===== config.mk =====
export PLATFORM = sky130hd
export DESIGN_NAME = flash_page_assembler_flat
export DESIGN_NICKNAME = d
export VERILOG_FILES = /design/src/fpa_pkg.sv /design/src/fpa_in_if.sv /design/src/fpa_out_if.sv /design/src/fpa_ctrl.sv /design/src/fpa_datapath.sv /design/src/flash_page_assembler.sv /design/src/flat_wrapper.sv
export SDC_FILE = /design/constraint.sdc
export NUM_CORES = 1
export LEC_CHECK = 0
export ABC_CLOCK_PERIOD_IN_PS = 12600
export BUFFER_PORTS_ARGS = -buffer_cell sky130_fd_sc_hd__buf_2
export CORE_ASPECT_RATIO = 0.8
export CORE_UTILIZATION = 25
export CTS_BUF_LIST = sky130_fd_sc_hd__clkbuf_2 sky130_fd_sc_hd__clkbuf_4 sky130_fd_sc_hd__clkbuf_8
export CTS_CLUSTER_DIAMETER = 60
export DETAILED_ROUTE_END_ITERATION = 16
export PLACE_DENSITY = 0.36
export SETUP_SLACK_MARGIN = 0.3
export SLEW_MARGIN = 0
export SYNTH_ARGS = -nofsm -noshare
export SYNTH_HDL_FRONTEND = slang
export SYNTH_SLANG_ARGS = --single-unit

===== constraint.sdc =====
create_clock -name clk -period 12.6 [get_ports clk]
set_clock_uncertainty 0.2 [all_clocks]
set_input_delay 1.26 -clock clk [delete_from_list [all_inputs] [get_ports clk]]
set_output_delay 1.26 -clock clk [all_outputs]
set_load 0.005 [all_outputs]

===== src/fpa_pkg.sv =====
// Shared types and constants for the flash page assembler.
// No dependencies; imported by fpa_ctrl, fpa_datapath and flash_page_assembler.
`timescale 1ns / 1ps

package fpa_pkg;

  localparam int PAGE_BYTES_DEF = 64;

  localparam logic OP_WRITE = 1'b0;
  localparam logic OP_FLUSH = 1'b1;

  localparam logic [7:0] PAD_BYTE = 8'hFF;

  // Page zero patch positions
  localparam int W_VECTOR = 1;
  localparam int W_MOVED  = 6;
  localparam int W_CHECK  = 7;

  typedef enum logic [1:0] {
    S_IDLE,
    S_PAD,
    S_READ,
    S_SHOW
  } fpa_state_t;

  typedef struct packed {
    logic byte_wr;
    logic pad_wr;
    logic latch_page;
    logic clr_sum;
    logic rd_en;
    logic load_out;
    logic out_last;
  } fpa_cmd_t;

  typedef struct packed {
    logic out_free;
  } fpa_status_t;

endpackage


===== src/fpa_in_if.sv =====
// Input item channel of the flash page assembler.
// No dependencies.
`timescale 1ns / 1ps

interface fpa_in_if;
  logic        valid;
  logic        ready;
  logic        operation;
  logic [7:0]  data_byte;
  logic [15:0] byte_address;
  logic        chunk_last;

  modport source(output valid, operation, data_byte, byte_address, chunk_last, input ready);
  modport sink(input valid, operation, data_byte, byte_address, chunk_last, output ready);
endinterface


===== src/fpa_out_if.sv =====
// Result item channel of the flash page assembler.
// No dependencies.
`timescale 1ns / 1ps

interface fpa_out_if;
  logic        valid;
  logic        ready;
  logic [9:0]  page_number;
  logic [3:0]  word_index;
  logic [31:0] word_value;
  logic        last_word;

  modport source(output valid, page_number, word_index, word_value, last_word, input ready);
  modport sink(input valid, page_number, word_index, word_value, last_word, output ready);
endinterface


===== src/fpa_ctrl.sv =====
// Controller of the flash page assembler: fill counter, word counter, state machine.
// Depends on fpa_pkg.
`timescale 1ns / 1ps

module fpa_ctrl import fpa_pkg::*; #(
  parameter int PAGE_BYTES = PAGE_BYTES_DEF,
  localparam int WORDS = PAGE_BYTES / 4,
  localparam int WIDX  = $clog2(WORDS),
  localparam int FB    = $clog2(PAGE_BYTES)
) (
  input  logic            clk,
  input  logic            rst_n,
  input  logic            in_valid,
  input  logic            in_operation,
  output logic            in_ready,
  input  fpa_status_t     status,
  output fpa_cmd_t        cmd,
  output logic [WIDX-1:0] wr_addr,
  output logic [1:0]      wr_lane,
  output logic [WIDX-1:0] rd_addr,
  output logic [WIDX-1:0] out_idx
);

  fpa_state_t      state_r, state_nxt;
  logic [FB-1:0]   fill_r, fill_nxt;
  logic [WIDX-1:0] idx_r, idx_nxt;
  logic [WIDX-1:0] fill_word;
  logic            idx_last;

  assign fill_word = fill_r[FB-1:2];
  assign idx_last  = (idx_r == WIDX'(WORDS - 1));
  assign wr_addr   = fill_word;
  assign wr_lane   = fill_r[1:0];
  assign out_idx   = idx_r;

  always_ff @(posedge clk) begin
    if (!rst_n) begin
      state_r <= S_IDLE;
      fill_r  <= '0;
      idx_r   <= '0;
    end else begin
      state_r <= state_nxt;
      fill_r  <= fill_nxt;
      idx_r   <= idx_nxt;
    end
  end

  always_comb begin
    state_nxt = state_r;
    fill_nxt  = fill_r;
    idx_nxt   = idx_r;
    cmd       = '0;
    in_ready  = 1'b0;
    rd_addr   = '0;
    unique case (state_r)
      S_IDLE: begin
        in_ready = 1'b1;
        if (in_valid) begin
          if (in_operation == OP_WRITE) begin
            cmd.byte_wr = 1'b1;
            if (fill_r == FB'(PAGE_BYTES - 1)) begin
              cmd.latch_page = 1'b1;
              fill_nxt       = '0;
              state_nxt      = S_READ;
            end else begin
              fill_nxt = fill_r + FB'(1);
            end
          end else if (fill_r != '0) begin
            cmd.latch_page = 1'b1;
            state_nxt      = S_PAD;
          end
        end
      end
      S_PAD: begin
        cmd.pad_wr = 1'b1;
        if (fill_word == WIDX'(WORDS - 1)) begin
          fill_nxt  = '0;
          state_nxt = S_READ;
        end else begin
          fill_nxt = {WIDX'(fill_word + WIDX'(1)), 2'b00};
        end
      end
      S_READ: begin
        cmd.rd_en   = 1'b1;
        cmd.clr_sum = 1'b1;
        idx_nxt     = '0;
        state_nxt   = S_SHOW;
      end
      S_SHOW: begin
        if (status.out_free) begin
          cmd.load_out = 1'b1;
          cmd.out_last = idx_last;
          if (idx_last) begin
            state_nxt = S_IDLE;
          end else begin
            cmd.rd_en = 1'b1;
            rd_addr   = idx_r + WIDX'(1);
            idx_nxt   = idx_r + WIDX'(1);
          end
        end
      end
      default: state_nxt = S_IDLE;
    endcase
  end

  a_flush_empty: assert property (@(posedge clk) disable iff (!rst_n)
    (state_r == S_IDLE && in_valid && in_operation == OP_FLUSH && fill_r == '0)
    |=> (state_r == S_IDLE && fill_r == '0))
    else $error("flush of empty page changed state");

  a_read_then_show: assert property (@(posedge clk) disable iff (!rst_n)
    (state_r == S_READ) |=> (state_r == S_SHOW && idx_r == '0))
    else $error("emission did not start at word zero");

  a_last_word_done: assert property (@(posedge clk) disable iff (!rst_n)
    (cmd.load_out && cmd.out_last) |=> (state_r == S_IDLE && fill_r == '0))
    else $error("page not released after last word");

  a_pad_aligned: assert property (@(posedge clk) disable iff (!rst_n)
    (state_r == S_PAD && state_nxt == S_PAD) |=> (fill_r[1:0] == 2'b00))
    else $error("padding lost word alignment");

endmodule


===== src/fpa_datapath.sv =====
// Datapath of the flash page assembler: page memory, word assembly, page zero patch,
// output register. Depends on fpa_pkg.
`timescale 1ns / 1ps

module fpa_datapath import fpa_pkg::*; #(
  parameter int PAGE_BYTES = PAGE_BYTES_DEF,
  localparam int WORDS = PAGE_BYTES / 4,
  localparam int WIDX  = $clog2(WORDS)
) (
  input  logic            clk,
  input  logic            rst_n,
  input  logic [7:0]      in_data_byte,
  input  logic [15:0]     in_byte_address,
  input  logic            cfg_wr_en,
  input  logic [31:0]     cfg_wr_data,
  input  fpa_cmd_t        cmd,
  output fpa_status_t     status,
  input  logic [WIDX-1:0] wr_addr,
  input  logic [1:0]      wr_lane,
  input  logic [WIDX-1:0] rd_addr,
  input  logic [WIDX-1:0] out_idx,
  output logic            out_valid,
  input  logic            out_ready,
  output logic [9:0]      out_page_number,
  output logic [3:0]      out_word_index,
  output logic [31:0]     out_word_value,
  output logic            out_last_word
);

  logic [31:0] mem [WORDS];

  logic [31:0]     acc_r;
  logic [31:0]     rdata_r;
  logic [31:0]     vector_r;
  logic [9:0]      page_r;
  logic            page0_r;
  logic [31:0]     sum_r;
  logic [31:0]     w1_r;
  logic            out_valid_r;
  logic [9:0]      out_page_r;
  logic [WIDX-1:0] out_idx_r;
  logic [31:0]     out_value_r;
  logic            out_last_r;

  logic [31:0]     pad_word;
  logic [31:0]     word_val;
  logic [15:0]     page_full;
  logic [WIDX+3:0] idx_ext;

  assign page_full       = 16'(in_byte_address / PAGE_BYTES);
  assign status.out_free = !out_valid_r || out_ready;

  always_comb begin
    for (int l = 0; l < 4; l++) begin
      pad_word[l*8 +: 8] = (2'(l) < wr_lane) ? acc_r[l*8 +: 8] : PAD_BYTE;
    end
  end

  always_comb begin
    word_val = rdata_r;
    if (page0_r) begin
      if (out_idx == WIDX'(W_VECTOR)) begin
        word_val = vector_r;
      end else if (out_idx == WIDX'(W_MOVED)) begin
        word_val = w1_r;
      end else if (out_idx == WIDX'(W_CHECK)) begin
        word_val = 32'd0 - sum_r;
      end
    end
  end

  always_ff @(posedge clk) begin
    if (cmd.byte_wr) begin
      acc_r[wr_lane*8 +: 8] <= in_data_byte;
      if (wr_lane == 2'd3) begin
        mem[wr_addr] <= {in_data_byte, acc_r[23:0]};
      end
    end else if (cmd.pad_wr) begin
      mem[wr_addr] <= pad_word;
    end
    if (cmd.rd_en) begin
      rdata_r <= mem[rd_addr];
    end
  end

  always_ff @(posedge clk) begin
    if (cmd.latch_page) begin
      page_r  <= page_full[9:0];
      page0_r <= (page_full == '0);
    end
    if (cmd.clr_sum) begin
      sum_r <= '0;
    end else if (cmd.load_out && out_idx < WIDX'(W_CHECK)) begin
      sum_r <= sum_r + word_val;
    end
    if (cmd.load_out && out_idx == WIDX'(W_VECTOR)) begin
      w1_r <= rdata_r;
    end
    if (cmd.load_out) begin
      out_page_r  <= page_r;
      out_idx_r   <= out_idx;
      out_value_r <= word_val;
      out_last_r  <= cmd.out_last;
    end
  end

  always_ff @(posedge clk) begin
    if (!rst_n) begin
      out_valid_r <= 1'b0;
      vector_r    <= '0;
    end else begin
      if (cfg_wr_en) begin
        vector_r <= cfg_wr_data;
      end
      if (cmd.load_out) begin
        out_valid_r <= 1'b1;
      end else if (out_ready) begin
        out_valid_r <= 1'b0;
      end
    end
  end

  assign idx_ext         = {4'b0000, out_idx_r};
  assign out_valid       = out_valid_r;
  assign out_page_number = out_page_r;
  assign out_word_index  = idx_ext[3:0];
  assign out_word_value  = out_value_r;
  assign out_last_word   = out_last_r;

  a_load_free: assert property (@(posedge clk) disable iff (!rst_n)
    cmd.load_out |-> (!out_valid_r || out_ready))
    else $error("output register overwritten while held");

  a_no_dual_write: assert property (@(posedge clk) disable iff (!rst_n)
    !(cmd.byte_wr && cmd.pad_wr))
    else $error("data and pad write in one cycle");

  a_sum_clear: assert property (@(posedge clk) disable iff (!rst_n)
    cmd.clr_sum |=> (sum_r == '0))
    else $error("checksum not cleared at page start");

endmodule


===== src/flash_page_assembler.sv =====
// Flash page assembler top level: controller, datapath and channel wiring.
// Depends on fpa_pkg, fpa_in_if, fpa_out_if, fpa_ctrl, fpa_datapath.
// Order: a completing item (or a flush, after the pad words) leads to S_READ, which reads
//   word zero; S_SHOW then loads words one per cycle while the output is not stalled.
// Throughput: one byte item per cycle while a page fills; a completed page holds
//   off input through its pad words, the read and the emission of all its words.
// Reset: synchronous, clears fill count, state, output valid and the vector register.
`timescale 1ns / 1ps

module flash_page_assembler import fpa_pkg::*; #(
  parameter int PAGE_BYTES = PAGE_BYTES_DEF
) (
  input  logic        clk,
  input  logic        rst_n,
  fpa_in_if.sink      in_ch,
  fpa_out_if.source   out_ch,
  input  logic        cfg_wr_en,
  input  logic [31:0] cfg_wr_data
);

  localparam int WORDS = PAGE_BYTES / 4;
  localparam int WIDX  = $clog2(WORDS);

  fpa_cmd_t        cmd;
  fpa_status_t     status;
  logic [WIDX-1:0] wr_addr;
  logic [1:0]      wr_lane;
  logic [WIDX-1:0] rd_addr;
  logic [WIDX-1:0] out_idx;
  logic            in_ready;

  assign in_ch.ready = in_ready;

  fpa_ctrl #(.PAGE_BYTES(PAGE_BYTES)) u_ctrl (
    .clk          (clk),
    .rst_n        (rst_n),
    .in_valid     (in_ch.valid),
    .in_operation (in_ch.operation),
    .in_ready     (in_ready),
    .status       (status),
    .cmd          (cmd),
    .wr_addr      (wr_addr),
    .wr_lane      (wr_lane),
    .rd_addr      (rd_addr),
    .out_idx      (out_idx)
  );

  fpa_datapath #(.PAGE_BYTES(PAGE_BYTES)) u_dp (
    .clk             (clk),
    .rst_n           (rst_n),
    .in_data_byte    (in_ch.data_byte),
    .in_byte_address (in_ch.byte_address),
    .cfg_wr_en       (cfg_wr_en),
    .cfg_wr_data     (cfg_wr_data),
    .cmd             (cmd),
    .status          (status),
    .wr_addr         (wr_addr),
    .wr_lane         (wr_lane),
    .rd_addr         (rd_addr),
    .out_idx         (out_idx),
    .out_valid       (out_ch.valid),
    .out_ready       (out_ch.ready),
    .out_page_number (out_ch.page_number),
    .out_word_index  (out_ch.word_index),
    .out_word_value  (out_ch.word_value),
    .out_last_word   (out_ch.last_word)
  );

endmodule

===== src/flat_wrapper.sv =====
// flat-port wrapper written by rule: the top's interface ports become plain ports
module flash_page_assembler_flat import fpa_pkg::*;
#(
  parameter int PAGE_BYTES = PAGE_BYTES_DEF
)
  (clk, rst_n, cfg_wr_en, cfg_wr_data, in_ch_valid, in_ch_operation, in_ch_data_byte, in_ch_byte_address, in_ch_chunk_last, in_ch_ready, out_ch_valid, out_ch_page_number, out_ch_word_index, out_ch_word_value, out_ch_last_word, out_ch_ready);
  fpa_in_if in_ch_i ();
  fpa_out_if out_ch_i ();
  input  logic clk;
  input  logic rst_n;
  input  logic cfg_wr_en;
  input  logic [31:0] cfg_wr_data;
  input wire logic [$bits(in_ch_i.valid)-1:0] in_ch_valid;
  input wire logic [$bits(in_ch_i.operation)-1:0] in_ch_operation;
  input wire logic [$bits(in_ch_i.data_byte)-1:0] in_ch_data_byte;
  input wire logic [$bits(in_ch_i.byte_address)-1:0] in_ch_byte_address;
  input wire logic [$bits(in_ch_i.chunk_last)-1:0] in_ch_chunk_last;
  output wire logic [$bits(in_ch_i.ready)-1:0] in_ch_ready;
  output wire logic [$bits(out_ch_i.valid)-1:0] out_ch_valid;
  output wire logic [$bits(out_ch_i.page_number)-1:0] out_ch_page_number;
  output wire logic [$bits(out_ch_i.word_index)-1:0] out_ch_word_index;
  output wire logic [$bits(out_ch_i.word_value)-1:0] out_ch_word_value;
  output wire logic [$bits(out_ch_i.last_word)-1:0] out_ch_last_word;
  input wire logic [$bits(out_ch_i.ready)-1:0] out_ch_ready;
  assign in_ch_i.valid = in_ch_valid;
  assign in_ch_i.operation = in_ch_operation;
  assign in_ch_i.data_byte = in_ch_data_byte;
  assign in_ch_i.byte_address = in_ch_byte_address;
  assign in_ch_i.chunk_last = in_ch_chunk_last;
  assign in_ch_ready = in_ch_i.ready;
  assign out_ch_valid = out_ch_i.valid;
  assign out_ch_page_number = out_ch_i.page_number;
  assign out_ch_word_index = out_ch_i.word_index;
  assign out_ch_word_value = out_ch_i.word_value;
  assign out_ch_last_word = out_ch_i.last_word;
  assign out_ch_i.ready = out_ch_ready;
  flash_page_assembler #(.PAGE_BYTES(PAGE_BYTES)) u_core (.clk(clk), .rst_n(rst_n), .in_ch(in_ch_i), .out_ch(out_ch_i), .cfg_wr_en(cfg_wr_en), .cfg_wr_data(cfg_wr_data));
endmodule

==> results.json, run 1 <==
{
  "dieArea_um2": 126000,
  "post_cts_resized": 0,
  "hold_class": "reg2reg",
  "place_area_um2": 33900,
  "reg2reg_depth": 18,
  "multi_input_area_um2": 9510,
  "ys_ff_latch": 735,
  "place_congestion": 0.842,
  "worstSetupPathType": "reg2reg",
  "ys_warn_count": 0,
  "nets": 2519,
  "p_leak_nw": 12.3,
  "initial_core_util_pct": 25.3,
  "min_period_ns": 6.17,
  "synth_cell_type_count": 70,
  "drtIter0Drc": 1366,
  "clkTransAtPathRegs_ns": 0.06,
  "synth-edff-count": 658,
  "dr.pass1.iters": 5,
  "antenna_found_initial": 11,
  "synth_top_area_share_pct": 63.2,
  "cts_tree": "done",
  "num_rows": 115,
  "synth_seq_area_share_pct": 68.1,
  "cellPowerDensity_nw_per_um2": 189,
  "outcome": "finished clean",
  "grt_pass1_wl_um": 137000,
  "slew_headroom_pct": 13.7,
  "groute.usage.overall_pct": 15.0,
  "max_cap_viol_count": 0,
  "synth.avg_cell_area_um2": 13.9,
  "synth_area_leader_cell": "edfxtp_1",
  "layout_common_cells": "658 x edfxtp_1, 266 x nand2_1, 141 x clkbuf_8, 130 x a21oi_1, 104 x buf_2",
  "port_buffers": 104,
  "critPathLaunchType": "register",
  "p_total_mw": 6.90,
  "routedWlPerCell_um": 23.0,
  "syn_area_um2": 31300,
  "hold_viol": 0,
  "final_layout_size_suffix_gt1_share_pct": 18.2,
  "r2r_slack_ns": 6.43,
  "worstPathMaxFanout": 19,
  "drt-total-wl_um": 95200,
  "final_cell_area_um2": 36400,
  "clk_latency_ns": 0.81,
  "final_common_cell": "edfxtp_1",
  "seq_area_um2": 21300,
  "ir_worst_vdd_v": 0.0000905,
  "via_per_inst": 4.70,
  "finalCritPeriodShare_pct": 49.0,
  "setup_viol": 0,
  "syn_nets": 2361,
  "min_path_cells": 0,
  "ios": 112,
  "syn2layout_area_growth_pct": 16.5,
  "synth_area_leaders": "edfxtp_1 63%, dfxtp_1 4.9%, mux4_2 4.2%",
  "place_hpwl_um": 58600,
  "vias": 19500,
  "antenna_left": 0,
  "route.detailed.drc": 0,
  "htreeDepth": 4,
  "grt_overflow_total": 0,
  "tightest_slew_ns": 1.28,
  "end_kind": "register",
  "cp.arrival_ns": 6.64,
  "grt_max_degree": 129,
  "die_x_um": 397,
  "fmaxAchievable_ghz": 0.162,
  "synth_flop_cell": "edfxtp_1",
  "cts_buffers": 133,
  "rsz0062_at_grt": "false",
  "synthArstFlopShare_pct": 0,
  "postCtsSetupBuffers": 0,
  "fill_cells": 12500,
  "cts_root_buf": "clkbuf_8",
  "grt_pass1_vias": 19400,
  "die_h_um": 318,
  "fp.coreArea_um2": 123000,
  "required_ns": 13.07,
  "finalSetupTns_ns": 0,
  "drv_slew": 0,
  "syn_inst": 2246,
  "hold_slack_ns": 0.217,
  "clock-sinks": 735,
  "cts_max_path_buffers": 3,
  "holdBufCountCts": 0
}
[kinds of logic (layout without fill, tap and decap cells)]
group	Yosys count	count (layout)	synth area share (%)
flip-flops	735	735	68.1
AND/OR/NAND/NOR	651	651	10.1
multiplexers	99	99	5.52
buffers and inverters	159	415	1.94
other	0	3	0
XOR/XNOR	56	56	1.57
AO/OA/AOI/OAI	494	494	10.6
adder cells (fa/ha/maj)	52	52	2.11
[worst max-delay path, stage by stage, from the launching register on]
cell and delay (ns):
dfxtp_1 0.41, buf_4 0.30, ha_1 0.27, and2_1 0.34, nand2b_2 0.39, nand2_1 0.17, o211ai_1 0.10, o211ai_1 0.13
a31oi_1 0.17, ha_1 0.29, fa_1 0.42, a21o_1 0.21, a221oi_1 0.56, o21ai_1 0.35, o31ai_2 0.70, o31ai_1 0.26
o41ai_1 0.46, xor2_1 0.20, o21ai_1 0.08
[synthesized netlist by cell type (7+ instances only)]
cell        n
a211oi_1  102
a21o_1     15
a21oi_1   130
a311oi_1   66
a31oi_1    29
and2_1     95
and3_1      8
buf_1      14
buf_2       7
clkbuf_1  109
dfxtp_1    77
edfxtp_1  658
ha_1       51
inv_1      26
mux2i_1    33
mux4_2     58
nand2_1   268
nand2b_1   36
nand3_1    20
nand3b_1   11
nand4_1     7
nor2_1    114
nor2b_1    17
nor3_1     22
nor4_1      7
o211ai_1   41
o21ai_0    25
o21ai_1    32
o21bai_1   11
o22ai_1    10
or2_2      10
or3_1      10
xnor2_1    32
xor2_1     24
[metal layers]
metal,wire [um],track usage [%],up-vias
met2,41600,22.3,503
met5,0,0,-
li1,-,-,8984
met1,47000,21.9,9845
met3,4480,2.91,144
met4,2040,5.02,0
[sequential cells by signal, indices dropped and copies added (netlist names)]
name and flops:
u_core.u_ctrl.state_r 2, u_core.u_dp.page0_r 1, u_core.u_dp.w1_r 32, u_core.u_dp.acc_r 24
u_core.u_dp.out_word_index 4, u_core.u_ctrl.fill_r 6, u_core.u_dp.mem 512, u_core.u_ctrl.out_idx 4
u_core.u_dp.out_page_number 10, u_core.u_dp.sum_r 32, u_core.u_dp.rdata_r 32, u_core.u_dp.page_r 10
u_core.u_dp.out_last_word 1, u_core.u_dp.out_valid 1, u_core.u_dp.vector_r 32, u_core.u_dp.out_word_value 32
[final timing paths]
check / start / endpoint
setup / recovery: u_core.u_ctrl.out_idx[0]$_SDFFE_PN0P_ / u_core.u_dp.sum_r[28]$_SDFFE_PP0P_
hold / removal: u_core.u_dp.page_r[3]$_DFFE_PP_ / u_core.u_dp.out_page_number[3]$_DFFE_PP_
setup reg to reg: u_core.u_ctrl.out_idx[0]$_SDFFE_PN0P_ / u_core.u_dp.sum_r[28]$_SDFFE_PP0P_
hold reg to reg: u_core.u_dp.page_r[3]$_DFFE_PP_ / u_core.u_dp.out_page_number[3]$_DFFE_PP_
[layout make-up]
| type | count | share of cell area (%) |
|---|---|---|
| Antenna cell | 3 | 0.0206 |
| Clock buffer | 173 | 5.99 |
| Clock inverter | 60 | 0.935 |
| Inverter | 29 | 0.306 |
| Multi-Input combinational cell | 1352 | 26.1 |
| Sequential cell | 735 | 58.5 |
| Tap cell | 1638 | 5.63 |
| Timing Repair Buffer | 153 | 2.51 |
[where the power goes]
group / leakage, nW / internal, mW / total, mW / switching, mW
clock network: 1.31 / 1.17 / 2.20 / 1.03
logic: 4.36 / 0.528 / 1.59 / 1.06
registers: 6.59 / 3.00 / 3.11 / 0.105
[metrics by stage]
stage | util, % | instances | setup WS, ns
final | 29.5 | 4143 | 6.43
after floorplan | - | 2246 | 7.56
after global placement | 27.5 | 3907 | 6.57
after CTS | 29.5 | 4140 | 6.51
after detailed placement | 27.5 | 3907 | 6.56
after global routing | 29.5 | 4142 | 6.10
(Power assumes the default switching activity.)
==> run 2: changes to the inputs <==
--- a/config.mk
+++ b/config.mk
@@ -5,14 +5,14 @@
 export SDC_FILE = /design/constraint.sdc
 export NUM_CORES = 1
 export LEC_CHECK = 0
-export ABC_CLOCK_PERIOD_IN_PS = 12600
+export ABC_CLOCK_PERIOD_IN_PS = 5100
 export BUFFER_PORTS_ARGS = -buffer_cell sky130_fd_sc_hd__buf_2
 export CORE_ASPECT_RATIO = 0.8
 export CORE_UTILIZATION = 25
 export CTS_BUF_LIST = sky130_fd_sc_hd__clkbuf_2 sky130_fd_sc_hd__clkbuf_4 sky130_fd_sc_hd__clkbuf_8
 export CTS_CLUSTER_DIAMETER = 60
 export DETAILED_ROUTE_END_ITERATION = 16
-export PLACE_DENSITY = 0.36
+export PLACE_DENSITY = 0.37
 export SETUP_SLACK_MARGIN = 0.3
 export SLEW_MARGIN = 0
 export SYNTH_ARGS = -nofsm -noshare
==> constraint.sdc (replaced) <==
create_clock -name clk -period 5.1 [get_ports clk]
set_clock_uncertainty 0.2 [all_clocks]
set_input_delay 0.51 -clock clk [delete_from_list [all_inputs] [get_ports clk]]
set_output_delay 0.51 -clock clk [all_outputs]
set_load 0.005 [all_outputs]
==> run 2 against run 1 <==
  * Register-to-register slack worse by 6.0 ns
  * Hold slack better by 0.0029 ns
  * Critical path depth unchanged
  * Critical path type unchanged
==> results.json, run 2 (synthesized netlist as in run 1, its figures left out) <==
{
  "multi_input_area_um2": 9770,
  "clkTransAtPathRegs_ns": 0.06,
  "reg2reg_from": "u_core.u_dp.sum_r[12]$_SDFFE_PP0P_",
  "antenna_found_initial": 6,
  "ir_worst_vdd_v": 0.000220,
  "fin_cells": 4249,
  "final_common_cell": "edfxtp_1",
  "setup_viol": 0,
  "finalCritPeriodShare_pct": 91.4,
  "placedCellCount": 3963,
  "htreeDepth": 3,
  "p_leak_nw": 12.9,
  "route.detailed.drc": 0,
  "fp.coreArea_um2": 123000,
  "seq_area_um2": 21300,
  "grt_pass1_wl_um": 139000,
  "grt_pass1_vias": 20300,
  "clk_latency_ns": 0.78,
  "fill_cells": 12400,
  "nets": 2624,
  "final_layout_size_suffix_gt1_share_pct": 21.6,
  "p_total_mw": 17.5,
  "min_from": "u_core.u_dp.page_r[9]$_DFFE_PP_",
  "layout_common_cells": "658 x edfxtp_1, 265 x nand2_1, 129 x clkbuf_8, 122 x a21oi_1, 104 x buf_2",
  "hold_class": "reg2reg",
  "die_h_um": 318,
  "outcome": "finished clean",
  "cts_max_path_buffers": 3,
  "cts_tree": "done",
  "initial_core_util_pct": 25.3,
  "startpoint": "u_core.u_dp.sum_r[12]$_SDFFE_PP0P_",
  "finalSetupTns_ns": 0,
  "reg2reg_depth": 18,
  "antenna_left": 0,
  "worstSetupPathType": "reg2reg",
  "cellPowerDensity_nw_per_um2": 463,
  "cts_root_buf": "clkbuf_8",
  "max_cap_viol_count": 0,
  "num_rows": 115,
  "tightest_slew_ns": 1.19,
  "groute.usage.overall_pct": 15.0,
  "grt_overflow_total": 0,
  "port_buffers": 104,
  "drtIter0Drc": 1484,
  "clock-sinks": 735,
  "drt-total-wl_um": 95400,
  "min_path_cells": 0,
  "pwr-share-seq_pct": 44.0,
  "min_period_ns": 4.66,
  "fmaxAchievable_ghz": 0.215,
  "place_congestion": 0.846,
  "die_x_um": 397,
  "routedWlPerCell_um": 22.5,
  "grt_max_degree": 62,
  "cp.arrival_ns": 5.14,
  "power_frac_comb_pct": 25.3,
  "ios": 112,
  "largest_reg_flops": 512,
  "end_kind": "register",
  "power_frac_clock_pct": 30.7,
  "vias": 19900,
  "top_register": "u_core.u_dp.mem",
  "final_cell_area_um2": 37800,
  "sw_frac_of_total_pct": 31.7,
  "drv_slew": 0,
  "worstPathMaxFanout": 6,
  "syn2layout_area_growth_pct": 20.9,
  "via_per_inst": 4.69,
  "cts_buffers": 121,
  "required_ns": 5.58,
  "rsz0062_at_grt": "true",
  "hold_viol": 0,
  "p_int_mw": 12.0,
  "p_sw_mw": 5.54,
  "slew_headroom_pct": 20.6,
  "place_hpwl_um": 60300,
  "place_area_um2": 34400,
  "dr.pass1.iters": 5,
  "dieArea_um2": 126000,
  "critPathLaunchType": "register"
}
==> run 2: layout make-up <==
cell class | instances | share of cell area [%]
multi-input combinational | 1352 | 25.9
timing repair buffer | 270 | 5.45
clock inverter | 48 | 1.01
antenna | 5 | 0.0331
sequential | 735 | 56.4
clock buffer | 172 | 5.55
inverter | 29 | 0.295
tap | 1638 | 5.42
==> run 2: final timing paths <==
| path | to | slack (ns) |
|---|---|---|
| worst min-delay path | u_core.u_dp.out_page_number[9]$_DFFE_PP_ | 0.22 |
| worst max register to register | u_core.u_dp.sum_r[31]$_SDFFE_PP0P_ | 0.44 |
| worst max-delay path | u_core.u_dp.sum_r[31]$_SDFFE_PP0P_ | 0.44 |
| worst min register to register | u_core.u_dp.out_page_number[9]$_DFFE_PP_ | 0.22 |
==> run 2: worst max-delay path: stages, from the launching register on <==
cell      delay (ns)
dfxtp_1         0.35
or4_4           0.60
nor3_4          0.30
buf_4           0.16
nand3b_1        0.08
xor2_1          0.17
nand2_1         0.07
a311oi_1        0.26
a21oi_1         0.08
a21oi_2         0.23
ha_1            0.28
and4_1          0.33
and4_1          0.28
nand2_1         0.11
nor2_1          0.22
a21oi_4         0.11
o21ai_2         0.20
mux2i_1         0.21
mux2_1          0.32
==> run 2: layer usage <==
metal / part of all wire [%] / wire, um / up-vias / GRT usage (%)
met5: 0 / 0 / - / 0
met2: 44 / 42400 / 436 / 22.8
met3: 4.5 / 4340 / 135 / 3.21
li1: - / - / 9194 / -
met4: 2.1 / 2000 / 0 / 3.73
met1: 49 / 46600 / 10200 / 21.5
==> run 2: power groups by stage <==
stage               Combinational (mW)  Sequential [mW]  Clock (mW)
floorplan                         2.65             7.71           0
global placement                  4.13             7.81           0
detailed placement                4.19             7.82           0
CTS                               4.29             7.69        5.58
global route                      4.89             7.74        5.83
finish                            4.43             7.69        5.38
==> run 2: per-stage QoR <==
step	setup WS, ns	hold WS (ns)	util, %
finish	0.440	0.219	30.6
global route	0.207	0.149	30.6
CTS	0.287	0.129	30.4
detailed placement	0.0840	0.215	27.9
global placement	0.142	0.204	27.9
floorplan	0.325	0.200	-
==> run 2: what timing repair did <==
action	in CTS	in global routing
pin swaps	1	9
endpoints found under the setup margin	6	15
hold endpoints to repair	79	0
setup buffers	1	6
gates resized for setup	11	47
hold buffers	54	0
